===== src/sv/gfd_pkg.sv =====
package gfd_pkg;

	// receive phase of the deframer
	typedef enum logic [2:0] {
		PH_HUNT  = 3'd0,
		PH_RESP  = 3'd1,
		PH_DELTA = 3'd2,
		PH_COUNT = 3'd3,
		PH_PADID = 3'd4,
		PH_BYTES = 3'd5,
		PH_SUM   = 3'd6
	} phase_t;

	localparam logic [7:0] HDR_FIRST   = 8'h01;
	localparam logic [7:0] HDR_SECOND  = 8'hFE;
	localparam logic [7:0] DELTA_RESET = 8'hFF;
	localparam logic [1:0] LAST_LANE   = 2'd3;
	localparam int         PAD_BUTTONS = 16;

	typedef struct packed {
		logic [15:0] held;
		logic [15:0] toggle;
	} pad_bits_t;

	// four buttons per byte, count bit above held bit, first button at the top
	function automatic pad_bits_t split_pad(input logic [31:0] raw);
		pad_bits_t r;
		r = '0;
		for (int i = 0; i < PAD_BUTTONS; i++) begin
			r.held[i]   = raw[8 * (i / 4) + 6 - 2 * (i % 4)];
			r.toggle[i] = raw[8 * (i / 4) + 7 - 2 * (i % 4)];
		end
		return r;
	endfunction

endpackage


===== src/sv/gamepad_frame_deframer_top.sv =====
// Deframer for the game-controller status link. One received byte is taken per request on
// in_valid/in_ready; the block hunts for the header pair 01 FE, then reads response id,
// delta id, record count and that many five-byte records (pad number plus four button
// bytes), and on the trailing additive checksum byte it presents one result request on
// out_valid/out_ready. Pads 0 and 1 are decoded into held and count bits (zero when the pad
// had no record); other pad numbers only enter the sum. A frame is taken as good when the
// checksum matches and the delta id differs from the last good one, and a good frame updates
// the acknowledge id. Throughput is one byte per clock while in_ready is high: each byte is a
// single update of the phase register and frame registers, and the result register holds the
// result in the cycle after the checksum byte is taken. in_ready only drops while a finished
// result waits in the result register and out_ready is low.
module gamepad_frame_deframer_top (
	input  logic        clk,
	input  logic        arst_n,
	input  logic        in_valid,
	output logic        in_ready,
	input  logic [7:0]  rx_byte,
	output logic        out_valid,
	input  logic        out_ready,
	output logic        frame_ok,
	output logic        sum_error,
	output logic        repeated_delta,
	output logic [7:0]  response_number,
	output logic [7:0]  delta_number,
	output logic [1:0]  pads_present,
	output logic [15:0] pad0_held,
	output logic [15:0] pad0_toggle,
	output logic [15:0] pad1_held,
	output logic [15:0] pad1_toggle,
	output logic [7:0]  ack_number
);

	// frame state
	gfd_pkg::phase_t phase_q;
	logic [7:0]  prev_byte_q;
	logic [7:0]  frame_resp_q;
	logic [7:0]  frame_delta_q;
	logic [7:0]  records_left_q;
	logic        rec_known_q;   // record belongs to pad 0 or 1
	logic        rec_sel_q;     // which of the two pads
	logic [1:0]  lane_q;
	logic [7:0]  sum_q;
	logic [31:0] pad_raw_q [2];
	logic [1:0]  present_q;
	logic [7:0]  acc_delta_q;
	logic [7:0]  acc_resp_q;

	// result register
	logic        out_valid_q;
	logic        frame_ok_q;
	logic        sum_error_q;
	logic        repeated_q;
	logic [7:0]  resp_out_q;
	logic [7:0]  delta_out_q;
	logic [1:0]  present_out_q;
	gfd_pkg::pad_bits_t pad0_q;
	gfd_pkg::pad_bits_t pad1_q;
	logic [7:0]  ack_q;

	logic take;
	logic bad_sum;
	logic repeated;
	logic good;
	logic [7:0] records_next;
	gfd_pkg::pad_bits_t pad0_split;
	gfd_pkg::pad_bits_t pad1_split;

	// a new byte can enter unless the result register is full and stalled
	assign in_ready = !out_valid_q || out_ready;
	assign take     = in_valid && in_ready;

	assign bad_sum      = rx_byte != sum_q;
	assign repeated     = frame_delta_q == acc_delta_q;
	assign good         = !bad_sum && !repeated;
	assign records_next = records_left_q - 8'd1;
	assign pad0_split   = gfd_pkg::split_pad(pad_raw_q[0]);
	assign pad1_split   = gfd_pkg::split_pad(pad_raw_q[1]);

	always_ff @(posedge clk or negedge arst_n) begin
		if (!arst_n) begin
			phase_q        <= gfd_pkg::PH_HUNT;
			prev_byte_q    <= '0;
			frame_resp_q   <= '0;
			frame_delta_q  <= '0;
			records_left_q <= '0;
			rec_known_q    <= 1'b0;
			rec_sel_q      <= 1'b0;
			lane_q         <= '0;
			sum_q          <= '0;
			pad_raw_q[0]   <= '0;
			pad_raw_q[1]   <= '0;
			present_q      <= '0;
			acc_delta_q    <= gfd_pkg::DELTA_RESET;
			acc_resp_q     <= '0;
		end else if (take) begin
			case (phase_q)
				gfd_pkg::PH_RESP: begin
					frame_resp_q <= rx_byte;
					sum_q        <= rx_byte;
					phase_q      <= gfd_pkg::PH_DELTA;
				end
				gfd_pkg::PH_DELTA: begin
					frame_delta_q <= rx_byte;
					sum_q         <= sum_q + rx_byte;
					phase_q       <= gfd_pkg::PH_COUNT;
				end
				gfd_pkg::PH_COUNT: begin
					records_left_q <= rx_byte;
					sum_q          <= sum_q + rx_byte;
					phase_q        <= (rx_byte == 8'd0) ? gfd_pkg::PH_SUM : gfd_pkg::PH_PADID;
				end
				gfd_pkg::PH_PADID: begin
					rec_known_q <= rx_byte[7:1] == 7'd0;
					rec_sel_q   <= rx_byte[0];
					lane_q      <= '0;
					sum_q       <= sum_q + rx_byte;
					// a repeated pad starts over, so its last record wins
					if (rx_byte[7:1] == 7'd0) begin
						present_q[rx_byte[0]] <= 1'b1;
						pad_raw_q[rx_byte[0]] <= '0;
					end
					phase_q <= gfd_pkg::PH_BYTES;
				end
				gfd_pkg::PH_BYTES: begin
					sum_q <= sum_q + rx_byte;
					if (rec_known_q)
						pad_raw_q[rec_sel_q][{lane_q, 3'b000} +: 8] <= rx_byte;
					if (lane_q == gfd_pkg::LAST_LANE) begin
						lane_q         <= '0;
						records_left_q <= records_next;
						phase_q        <= (records_next == 8'd0) ? gfd_pkg::PH_SUM
						                                         : gfd_pkg::PH_PADID;
					end else begin
						lane_q <= lane_q + 2'd1;
					end
				end
				gfd_pkg::PH_SUM: begin
					if (good) begin
						acc_delta_q <= frame_delta_q;
						acc_resp_q  <= frame_resp_q;
					end
					// checksum byte never forms half of the next header
					prev_byte_q <= '0;
					phase_q     <= gfd_pkg::PH_HUNT;
				end
				default: begin
					if (prev_byte_q == gfd_pkg::HDR_FIRST && rx_byte == gfd_pkg::HDR_SECOND) begin
						phase_q        <= gfd_pkg::PH_RESP;
						present_q      <= '0;
						pad_raw_q[0]   <= '0;
						pad_raw_q[1]   <= '0;
						records_left_q <= '0;
						lane_q         <= '0;
						sum_q          <= '0;
						prev_byte_q    <= '0;
					end else begin
						phase_q     <= gfd_pkg::PH_HUNT;
						prev_byte_q <= rx_byte;
					end
				end
			endcase
		end
	end

	// result valid flag
	always_ff @(posedge clk or negedge arst_n) begin
		if (!arst_n) begin
			out_valid_q <= 1'b0;
		end else if (take && phase_q == gfd_pkg::PH_SUM) begin
			out_valid_q <= 1'b1;
		end else if (out_ready) begin
			out_valid_q <= 1'b0;
		end
	end

	// result payload, loaded on the checksum byte
	always_ff @(posedge clk) begin
		if (take && phase_q == gfd_pkg::PH_SUM) begin
			frame_ok_q    <= good;
			sum_error_q   <= bad_sum;
			repeated_q    <= repeated;
			resp_out_q    <= frame_resp_q;
			delta_out_q   <= frame_delta_q;
			present_out_q <= present_q;
			pad0_q        <= present_q[0] ? pad0_split : '0;
			pad1_q        <= present_q[1] ? pad1_split : '0;
			ack_q         <= good ? frame_resp_q : acc_resp_q;
		end
	end

	assign out_valid       = out_valid_q;
	assign frame_ok        = frame_ok_q;
	assign sum_error       = sum_error_q;
	assign repeated_delta  = repeated_q;
	assign response_number = resp_out_q;
	assign delta_number    = delta_out_q;
	assign pads_present    = present_out_q;
	assign pad0_held       = pad0_q.held;
	assign pad0_toggle     = pad0_q.toggle;
	assign pad1_held       = pad1_q.held;
	assign pad1_toggle     = pad1_q.toggle;
	assign ack_number      = ack_q;

endmodule


===== config.mk =====
export PLATFORM = sky130hd
export DESIGN_NAME = gamepad_frame_deframer_top
export DESIGN_NICKNAME = d
export VERILOG_FILES = /design/src/sv/gfd_pkg.sv /design/src/sv/gamepad_frame_deframer_top.sv
export SDC_FILE = /design/constraint.sdc
export NUM_CORES = 1
export LEC_CHECK = 0
export BUFFER_PORTS_ARGS = -buffer_cell sky130_fd_sc_hd__buf_2
export CAP_MARGIN = 20
export CORE_UTILIZATION = 58
export DETAILED_ROUTE_END_ITERATION = 12
export PLACE_DENSITY = 0.79
export SETUP_SLACK_MARGIN = 0.2
export SYNTH_ARGS = -nofsm -noshare
export SYNTH_HDL_FRONTEND = slang
export SYNTH_SLANG_ARGS = --single-unit

===== constraint.sdc =====
create_clock -name clk -period 3.5 [get_ports clk]
set_input_delay 0.35 -clock clk [delete_from_list [all_inputs] [get_ports clk]]
set_output_delay 0.35 -clock clk [all_outputs]
set_load 0.02 [all_outputs]

Word level (Yosys, flattened, before mapping)

Index checks and enable logic that the tools add are counted.

Bitwise gates (word level): 10
Add/sub/neg operators: 4
$lt $le $gt $ge: 6
Shift-type cells: 2
Mux-type cells: 30
Equality and inequality tests: 14
Reduce and logical (&&, ||, !) cells: 36

Operator list:

| operator                                              | number |
|---|---|
| 2-to-1 mux 64 bit                                     | 3 |
| case mux 64 bit (3 select lines)                      | 1 |
| AND 64 bit                                            | 1 |
| bitwise mux 64 bit                                    | 1 |
| demux 32 bit (select 1 bit)                           | 2 |
| 2-to-1 mux 32 bit                                     | 2 |
| inverter 64 bit                                       | 1 |
| case mux 8 bit (3 select lines)                       | 2 |
| 2-to-1 mux 8 bit                                      | 4 |
| variable shift 8 x 7 -> 32 bit (first input constant) | 1 |
| indexed part select 8 x 7 -> 32 bit                   | 1 |
| case mux 3 bit (6 select lines)                       | 1 |
| zero test 8 bit                                       | 2 |
| case mux 8 bit (2 select lines)                       | 1 |
| AND reduction 2 bit                                   | 6 |
| OR reduction 4 bit                                    | 3 |
| 2-to-1 mux 2 bit                                      | 5 |
| OR reduction 5 bit                                    | 2 |
| == test 3 bit (second input constant)                 | 3 |
| AND reduction 3 bit                                   | 3 |
| nonzero test 3 bit                                    | 3 |
| adder 8 bit                                           | 1 |
| == test 8 x 1 -> 1 bit (second input constant)        | 1 |
| == test 8 bit                                         | 1 |
| other kinds (28)                                      | 51 |

Output and inout port bits: 95
Logic and storage cells: 128
Register bits: 223

Depth between registers and ports, before layout

Gate-level depths: netlist of the first run.

Word-level depth: 9
Mapped depth: 8
Mapped depth without buffers: 7

Worst setup path after synthesis of the first run

Ideal clock, no wire load.

Path type: reg2reg
Start point: register out_valid_q, in the netlist out_valid
End point: register ack_q[0], in the netlist ack_number[0] (enable)
Stages on the path, launching flop included: 7
Arrival time: 2,972 ps
Library setup time: 446 ps
Slack: 82 ps
Path buffers: 2
Required time: 3,054 ps
Period minus slack after synthesis: 3,418 ps
Path through: dfrtp_1 nand2b_1 buf_4 and2_1 buf_2 nand3_1 inv_1

Cells in the longest elaborated chain, start to end: 4

Ends and longest elaborated chain:

| element                | RTL line                          | RTL |
|---|---|---|
| from (decl)            | gamepad_frame_deframer_top.sv:49  | `logic out_valid_q;` |
| from (signal assigned) | gamepad_frame_deframer_top.sv:168 | `out_valid_q <= 1'b0;` |
| from (signal assigned) | gamepad_frame_deframer_top.sv:170 | `out_valid_q <= 1'b1;` |
| from (signal assigned) | gamepad_frame_deframer_top.sv:172 | `out_valid_q <= 1'b0;` |
| zero test 1 bit        | gamepad_frame_deframer_top.sv:69  | `assign in_ready = !out_valid_q \|\| out_ready;` |
| logical OR 1 bit       | gamepad_frame_deframer_top.sv:69  |  |
| named net in_ready     | gamepad_frame_deframer_top.sv:16  | `output logic in_ready,` |
| logical AND 1 bit      | gamepad_frame_deframer_top.sv:70  | `assign take = in_valid && in_ready;` |
| logical AND 1 bit      | gamepad_frame_deframer_top.sv:178 | `if (take && phase_q == gfd_pkg::PH_SUM) begin` |
| to (signal assigned)   | gamepad_frame_deframer_top.sv:187 | `ack_q <= good ? frame_resp_q : acc_resp_q;` |
| to (decl)              | gamepad_frame_deframer_top.sv:58  | `logic [7:0] ack_q;` |

The timed path passes the listed nets, and every way through them passes these cells.
A chain may end at the register's enable or synchronous reset.

Worst setup path in the final report of the first run

Start point: register phase_q[1]
End point: register pad1_q, in the netlist pad1_held[14] (enable)

Cells in the longest elaborated chain, start to end: 2

Ends and longest elaborated chain:

| element                | RTL line                          | RTL |
|---|---|---|
| from (decl)            | gamepad_frame_deframer_top.sv:34  | `gfd_pkg::phase_t phase_q;` |
| from (signal assigned) | gamepad_frame_deframer_top.sv:81  | `phase_q <= gfd_pkg::PH_HUNT;` |
| from (signal assigned) | gamepad_frame_deframer_top.sv:100 | `phase_q <= gfd_pkg::PH_DELTA;` |
| from (signal assigned) | gamepad_frame_deframer_top.sv:105 | `phase_q <= gfd_pkg::PH_COUNT;` |
| == test 3 bit          | gamepad_frame_deframer_top.sv:178 |  |
| logical AND 1 bit      | gamepad_frame_deframer_top.sv:178 |  |
| to (signal assigned)   | gamepad_frame_deframer_top.sv:186 | `pad1_q <= present_q[1] ? pad1_split : '0;` |
| to (decl)              | gamepad_frame_deframer_top.sv:57  | `gfd_pkg::pad_bits_t pad1_q;` |

No other way between the ends.

==> results of run 1 <==
cell usage after synthesis, types with 6 or more instances:
cell	number
ha_1	15
xnor2_1	12
buf_2	10
dfstp_2	8
inv_1	13
a22o_1	11
mux2_1	6
and2_1	67
nand2b_1	10
o2bb2ai_1	70
mux2_2	36
nand2_2	11
nor2_1	20
nor3_1	9
edfxtp_1	93
dfrtp_1	122
nand3_1	14
a21oi_1	15
clkbuf_1	13
nand2_1	40
o21ai_0	13
flip-flops by register name, indices dropped and copies added (netlist names), 2 cells and up:
| signal | cells |
|---|---|
| pad1_split | 32 |
| ack_number | 8 |
| pad1_toggle | 16 |
| phase_q | 3 |
| pad0_toggle | 16 |
| pads_present | 2 |
| pad1_held | 16 |
| lane_q | 2 |
| response_number | 8 |
| present_q | 2 |
| frame_resp_q | 8 |
| frame_delta_q | 8 |
| prev_byte_q | 8 |
| pad0_held | 16 |
| pad0_split | 32 |
| delta_number | 8 |
| acc_delta_q | 8 |
| acc_resp_q | 8 |
| sum_q | 8 |
| records_left_q | 8 |
worst max path at each step:
stage,from,end,slack (ps),cells past startpoint
finish,phase_q[1],pad1_held[14],980,3
global route,phase_q[2],pad1_held[10],840,5
CTS,phase_q[1],pad1_held[12],1010,3
detailed placement,rx_byte[4],ack_number[7],940,6
global placement,rx_byte[4],ack_number[7],1000,6
floorplan,out_valid,ack_number[0],550,6
layout by cell type, fill, tap and decap left out, types with 6 or more instances in the layout:
cell type / netlist / layout
a21oi_1: 15 / 15
a22o_1: 11 / 11
and2_1: 67 / 67
buf_2: 10 / 105
buf_4: 4 / 13
clkbuf_16: 0 / 23
clkinv_2: 0 / 6
dfrtp_1: 122 / 122
dfstp_2: 8 / 8
edfxtp_1: 93 / 93
ha_1: 15 / 15
inv_1: 13 / 12
mux2_1: 6 / 6
mux2_2: 36 / 36
nand2_1: 40 / 40
nand2_2: 11 / 11
nand2b_1: 10 / 10
nand3_1: 14 / 14
nor2_1: 20 / 20
nor3_1: 9 / 9
o21ai_0: 13 / 13
o2bb2ai_1: 70 / 70
xnor2_1: 12 / 12
cells by family after synthesis:
group                    after synthesis  synth area share (%)
buffers and inverters                 41                  1.88
flip-flops                           223                  62.9
XOR/XNOR                              15                  1.36
AND/OR/NAND/NOR                      207                  13.3
AO/OA/AOI/OAI                        156                  13.0
adder cells (fa/ha/maj)               16                  2.16
multiplexers                          47                  5.43
area by class of cell:
type                            count  area [sq um]  area share (%)
Clock inverter                      9          77.6           0.695
Tap cell                          216           270            2.42
Inverter                           13          52.6           0.471
Multi-Input combinational cell    441          3390            30.4
Clock buffer                       31           636            5.70
Timing Repair Buffer              121           673            6.03
Sequential cell                   223          6060            54.3
power by group through the flow:
| stage | logic (mW) | clock network [mW] | registers, mW |
|---|---|---|---|
| floorplan | 1.57 | 0 | 3.52 |
| global placement | 1.92 | 0 | 3.64 |
| detailed placement | 2.00 | 0 | 3.66 |
| CTS | 2.02 | 2.33 | 3.62 |
| global route | 2.20 | 2.43 | 3.70 |
| finish | 2.04 | 2.30 | 3.63 |
metal layers:
metal  GRT usage (%)  share of wire (%)  vias up  wire, microns
met5               0                  0        -              0
met4            7.37                2.1        0            447
met3            3.34                6.1       42           1280
met2            40.6                 48      259          10100
met1            36.2                 44     3213           9240
li1                -                  -     2889              -
metrics by stage:
stage / power [mW] / hold slack, ps
global route: 8.33 / 237
detailed placement: 5.66 / 386
CTS: 7.97 / 237
finish: 7.97 / 229
global placement: 5.56 / 370
floorplan: 5.09 / 54.4
==> metrics.txt, run 1 <==
status=finished clean; area leader, netlist=dfrtp_1; clk sinks=223; FF-to-FF Start=phase_q[1]; Die X=131 microns; Peak VDD IR=0.454 mV; CTS root buffer=clkbuf_16; post-route antenna net violation count=0; antenna violations before repair=0; worst hold path endpoint=prev_byte_q[4]; synth-to-layout area growth=15.9%; Vias=6403; Die Span Y=131 microns; post-synthesis net count=733; Clock power frac=28.8%; Cell Int Power=5.30 mW; Clock Path Buffers=3; count of different cell masters after synthesis=66; #FFs+latches synth=223; hpwl dp=14200 microns; non-filler instance count after layout=1054; Mapped Cells=705; unrepaired setup endpoints after global routing=no; Worst Clk Skew=10.9 ps; data required time of the worst path=3670 ps; CTS tree=done; Placed Cells incl. Taps=1013; drt pass-1 iters=5; ys async rst share=58.3%; Antenna Cells=0; CTS clk-pin slew, worst paths=60 ps; Switching Share=33.6%; part of the power in registers=45.6%; critical path class=reg -> reg; average vias per placed instance=6.07; Max stage delay on crit path=860 ps; total congestion overflow=0; reg2reg path depth=3; setup TNS=0 ps; P_sw=2.68 mW; CP Capture Type=flip-flop; Synth Flop Type=dfrtp_1; CP Launch Type=flip-flop; std cell rows=46; filler instances=1101; Synth area leaders=dfrtp_1 (32%), edfxtp_1 (29%), o2bb2ai_1 (6.4%), and2_1 (4.4%), mux2_2 (4.2%); syn avg cell area=13.7 sq um; Yosys top cell area share=31.7%; Hold Crit Class=in -> reg; number of remaining DRC errors=0; post_cts resized=0; Tot GR Track Use=25.2%; final hold vios=0; pre-CTS setup slack=943 ps; CTS H-Tree Depth=1; postcts setup bufs=0; I/O pin cnt=107; Inserted Clock Buffers=22; power per cell area=715 nW/um^2; clk_lat worst skew=500 ps; Leakage=4.66 nW; worst hold start=rx_byte[4]; DP Area=10400 sq um; Final Slew Violations=0; IO Port Bufs=106; core area=16100 sq um; Buf+Inv Stages, Crit Path=2; WL/cell=20.0 microns; Rel. slew slack=42.5%; slowest CP cell=dfrtp_1; Seq/Total Area, Yosys=62.9%; R2R Path End=pad1_held[14]; first-pass GRT wire length=33100 microns; crit path cell chain=nand3_1, clkinvlp_4, buf_4; slew of the pin with the lowest slew margin=862 ps; crit share post-route=71.9%; final setup fails=0; largest delay contributor family on the critical path=buffers and inverters; share of layout cells above drive strength 1=27.7%; vias in the first global route=6203; Synthesis Warnings=0; DR iter-0 viols=583; Final Instance Area=11200 sq um; CP arrival=2690 ps; Cell Area, Synth=9630 sq um; Hold Buf Count CTS=1; Post-Route WL=21100 microns; Tmin final=2520 ps; number of flops mapped to enable cells by yosys=93; pin count of the biggest net entering global routing=89; final core utilization=69.5%; Hold Crit Depth=2; GP Congestion=0.971; Max Fclk=397 MHz; setup slack, reg-to-reg=980 ps; Final Net Count=850; max_cap viols=0; Comb power frac=25.6%; Final WS setup=982 ps; starting density of the core=60.0%; die area=17100 sq um; Max Fanout on Critical Path=25
Note: power is estimated with default switching activity, not from simulation.
==> run 2: changes to the inputs <==
--- a/config.mk
+++ b/config.mk
@@ -7,9 +7,9 @@
 export LEC_CHECK = 0
 export BUFFER_PORTS_ARGS = -buffer_cell sky130_fd_sc_hd__buf_2
 export CAP_MARGIN = 20
-export CORE_UTILIZATION = 58
+export CORE_UTILIZATION = 53
 export DETAILED_ROUTE_END_ITERATION = 12
-export PLACE_DENSITY = 0.79
+export PLACE_DENSITY = 0.76
 export SETUP_SLACK_MARGIN = 0.2
 export SYNTH_ARGS = -nofsm -noshare
 export SYNTH_HDL_FRONTEND = slang
==> constraint.sdc (replaced) <==
create_clock -name clk -period 2 [get_ports clk]
set_input_delay 0.2 -clock clk [delete_from_list [all_inputs] [get_ports clk]]
set_output_delay 0.2 -clock clk [all_outputs]
set_load 0.02 [all_outputs]
==> run 2 against run 1 <==
The run now ends with setup timing left. Non-clock buffer count grew 77. Clock skew grew 0.97 ps. Critical endpoint is now pad0_split[23]. Critical path depth grew 5. Largest power group unchanged. Design area grew 21%. Die area grew 9.3%.
==> metrics.txt, run 2 (synthesis results as in run 1) <==
number of remaining DRC errors=0 (unchanged); Tmin final=2060 ps (was 2520 ps); crit share post-route=103% (was 71.9%); slowest CP cell=dfrtp_2 (was dfrtp_1); starting density of the core=54.9% (was 60.0%); Leakage=5.46 nW (was 4.66 nW); CTS root buffer=clkbuf_16 (unchanged); synth-to-layout area growth=40.4% (was 15.9%); Max stage delay on crit path=450 ps (was 860 ps); Die X=137 microns (was 131 microns); max_cap viols=0 (unchanged); DR iter-0 viols=577 (was 583); Inserted Clock Buffers=24 (was 22); data required time of the worst path=2400 ps (was 3670 ps); status=finished, violations left (was finished clean); setup slack, reg-to-reg=-60 ps (was 980 ps); vias in the first global route=7113 (was 6203); post-layout total power=16.7 mW (was 7.97 mW); power per cell area=1240 nW/um^2 (was 715 nW/um^2); largest delay contributor family on the critical path=simple AND/OR/NAND/NOR gates (was buffers and inverters); CTS H-Tree Depth=1 (unchanged); Final Instance Area=13500 sq um (was 11200 sq um); Peak VDD IR=0.994 mV (was 0.454 mV); Vias=7000 (was 6403); CP Capture Type=flip-flop (unchanged); antenna violations before repair=0 (unchanged); drt pass-1 iters=5 (unchanged); Worst Clk Skew=11.9 ps (was 10.9 ps); Post-Route WL=28000 microns (was 21100 microns); most frequent cells in the layout=dfrtp_1 (118), buf_2 (105), edfxtp_1 (93) (was dfrtp_1 (122), buf_2 (105), edfxtp_1 (93)); CP Launch Type=flip-flop (unchanged); average vias per placed instance=6.12 (was 6.07); DP Area=11100 sq um (was 10400 sq um); Clock Path Buffers=3 (unchanged); clk sinks=223 (unchanged); Final WS setup=-64.3 ps (was 982 ps); register area=6060 sq um (about the same); Hold Crit Class=in -> async (was in -> reg); IO Port Bufs=106 (unchanged); FF-to-FF Start=phase_q[1] (unchanged); crit path cell chain=buf_8, or4bb_4, o2111ai_2, nor4_4, buf_6, nand2b_4, buf_12, o2bb2ai_2 (was nand3_1, clkinvlp_4, buf_4); die area=18700 sq um (was 17100 sq um); Final Slew Violations=0 (unchanged); most common cell after layout, fill and taps aside=dfrtp_1 (unchanged); R2R Path End=pad0_split[23] (was pad1_held[14]); CTS tree=done (unchanged); area of the multi-input gates=4770 sq um (was 3390 sq um); Placed Cells incl. Taps=1077 (was 1013); post-route antenna net violation count=0 (unchanged); hpwl dp=15500 microns (was 14200 microns); critical path class=reg -> reg (unchanged); Rel. slew slack=38.5% (was 42.5%); Final Net Count=929 (was 850); Tot GR Track Use=28.9% (was 25.2%); core area=17500 sq um (was 16100 sq um); Buf+Inv Stages, Crit Path=3 (was 2); CP arrival=2460 ps (was 2690 ps); Max Fanout on Critical Path=21 (was 25); final hold vios=0 (unchanged); Antenna Cells=0 (unchanged); total congestion overflow=0 (unchanged); Die Span Y=137 microns (was 131 microns); final setup fails=50 (was 0); Max Fclk=484 MHz (was 397 MHz); first-pass GRT wire length=40400 microns (was 33100 microns); clk_lat worst skew=520 ps (was 500 ps); I/O pin cnt=107 (unchanged); unrepaired setup endpoints after global routing=yes (was no); slew of the pin with the lowest slew margin=923 ps (was 862 ps); WL/cell=24.5 microns (was 20.0 microns); non-filler instance count after layout=1144 (was 1054); reg2reg path depth=8 (was 3); filler instances=937 (was 1101); pin count of the biggest net entering global routing=48 (was 89); share of layout cells above drive strength 1=49.5% (was 27.7%); std cell rows=48 (was 46); CTS clk-pin slew, worst paths=70 ps (was 60 ps); GP Congestion=0.901 (was 0.971); violated checks=setup timing
-- run 2: cell count changes in the layout (fill, tap and decap cells not counted), moves of 6 or more --
| cell | before | now |
|---|---|---|
| o2bb2ai_1 | 70 | 1 |
| o2bb2ai_2 | 0 | 50 |
| buf_4 | 13 | 57 |
| mux2_4 | 0 | 30 |
| mux2_2 | 36 | 12 |
| o2bb2ai_4 | 0 | 19 |
| buf_6 | 0 | 18 |
| buf_12 | 2 | 13 |
| nand2_1 | 40 | 29 |
| nand2_8 | 0 | 8 |
| nand3_1 | 14 | 6 |
| ha_1 | 15 | 8 |
| ha_4 | 0 | 6 |
| mux2_1 | 6 | 0 |
-- run 2: power by group --
part / internal [mW] / leakage [nW] / switching [mW] / total [mW]
Combinational: 2.53 / 2.45 / 3.18 / 5.71
Sequential: 5.49 / 2.60 / 0.849 / 6.34
Clock: 2.78 / 0.411 / 1.92 / 4.70
Total: 10.8 / 5.46 / 5.95 / 16.7
-- run 2: cell type report --
class | count | area share, %
clock buffer | 26 | 4.57
clock inverter | 18 | 1.56
timing repair buffer | 198 | 11.3
tap | 225 | 2.08
sequential | 223 | 44.8
inverter | 13 | 0.389
multi-input combinational | 441 | 35.3
-- run 2: repair_timing --
item	CTS	global route
gates resized for setup	172	51
setup endpoints to repair	169	181
setup buffers	13	6
hold endpoints to repair	29	0
pin swaps	80	25
hold buffers	1	0
gates cloned	2	1
-- run 2: how the worst max path moves through the flow --
stage,startpoint,endpoint,slack (ps),depth (start not counted)
after floorplan,out_valid,ack_number[0],-720,6
after global placement,sum_q[1],ack_number[1],-70,7
after detailed placement,sum_q[1],ack_number[4],-110,7
after CTS,sum_q[4],ack_number[4],-40,7
after global routing,phase_q[1],pad0_split[23],-140,8
final,phase_q[1],pad0_split[23],-60,8
-- run 2: per-stage QoR --
step / setup slack (ps) / util, % / hold WS (ps) / setup TNS, ps
2_1_floorplan: -718 / - / -95.6 / -68910
3_3_place_gp: -69.7 / 63.3 / 169 / -830
3_5_place_dp: -110 / 63.3 / 174 / -2510
4_1_cts: -35.1 / 74.8 / 124 / -195
5_1_grt: -144 / 77.1 / 184 / -6240
6_report: -64.3 / 77.1 / 169 / -1320
-- run 2: per-layer routing --
metal | part of all wire (%) | wire length (microns) | track usage [%]
met2 | 53 | 14800 | 50.6
met1 | 38 | 10700 | 35.6
met3 | 5.1 | 1430 | 4.63
met4 | 3.9 | 1080 | 11.7
met5 | 0 | 0 | 0
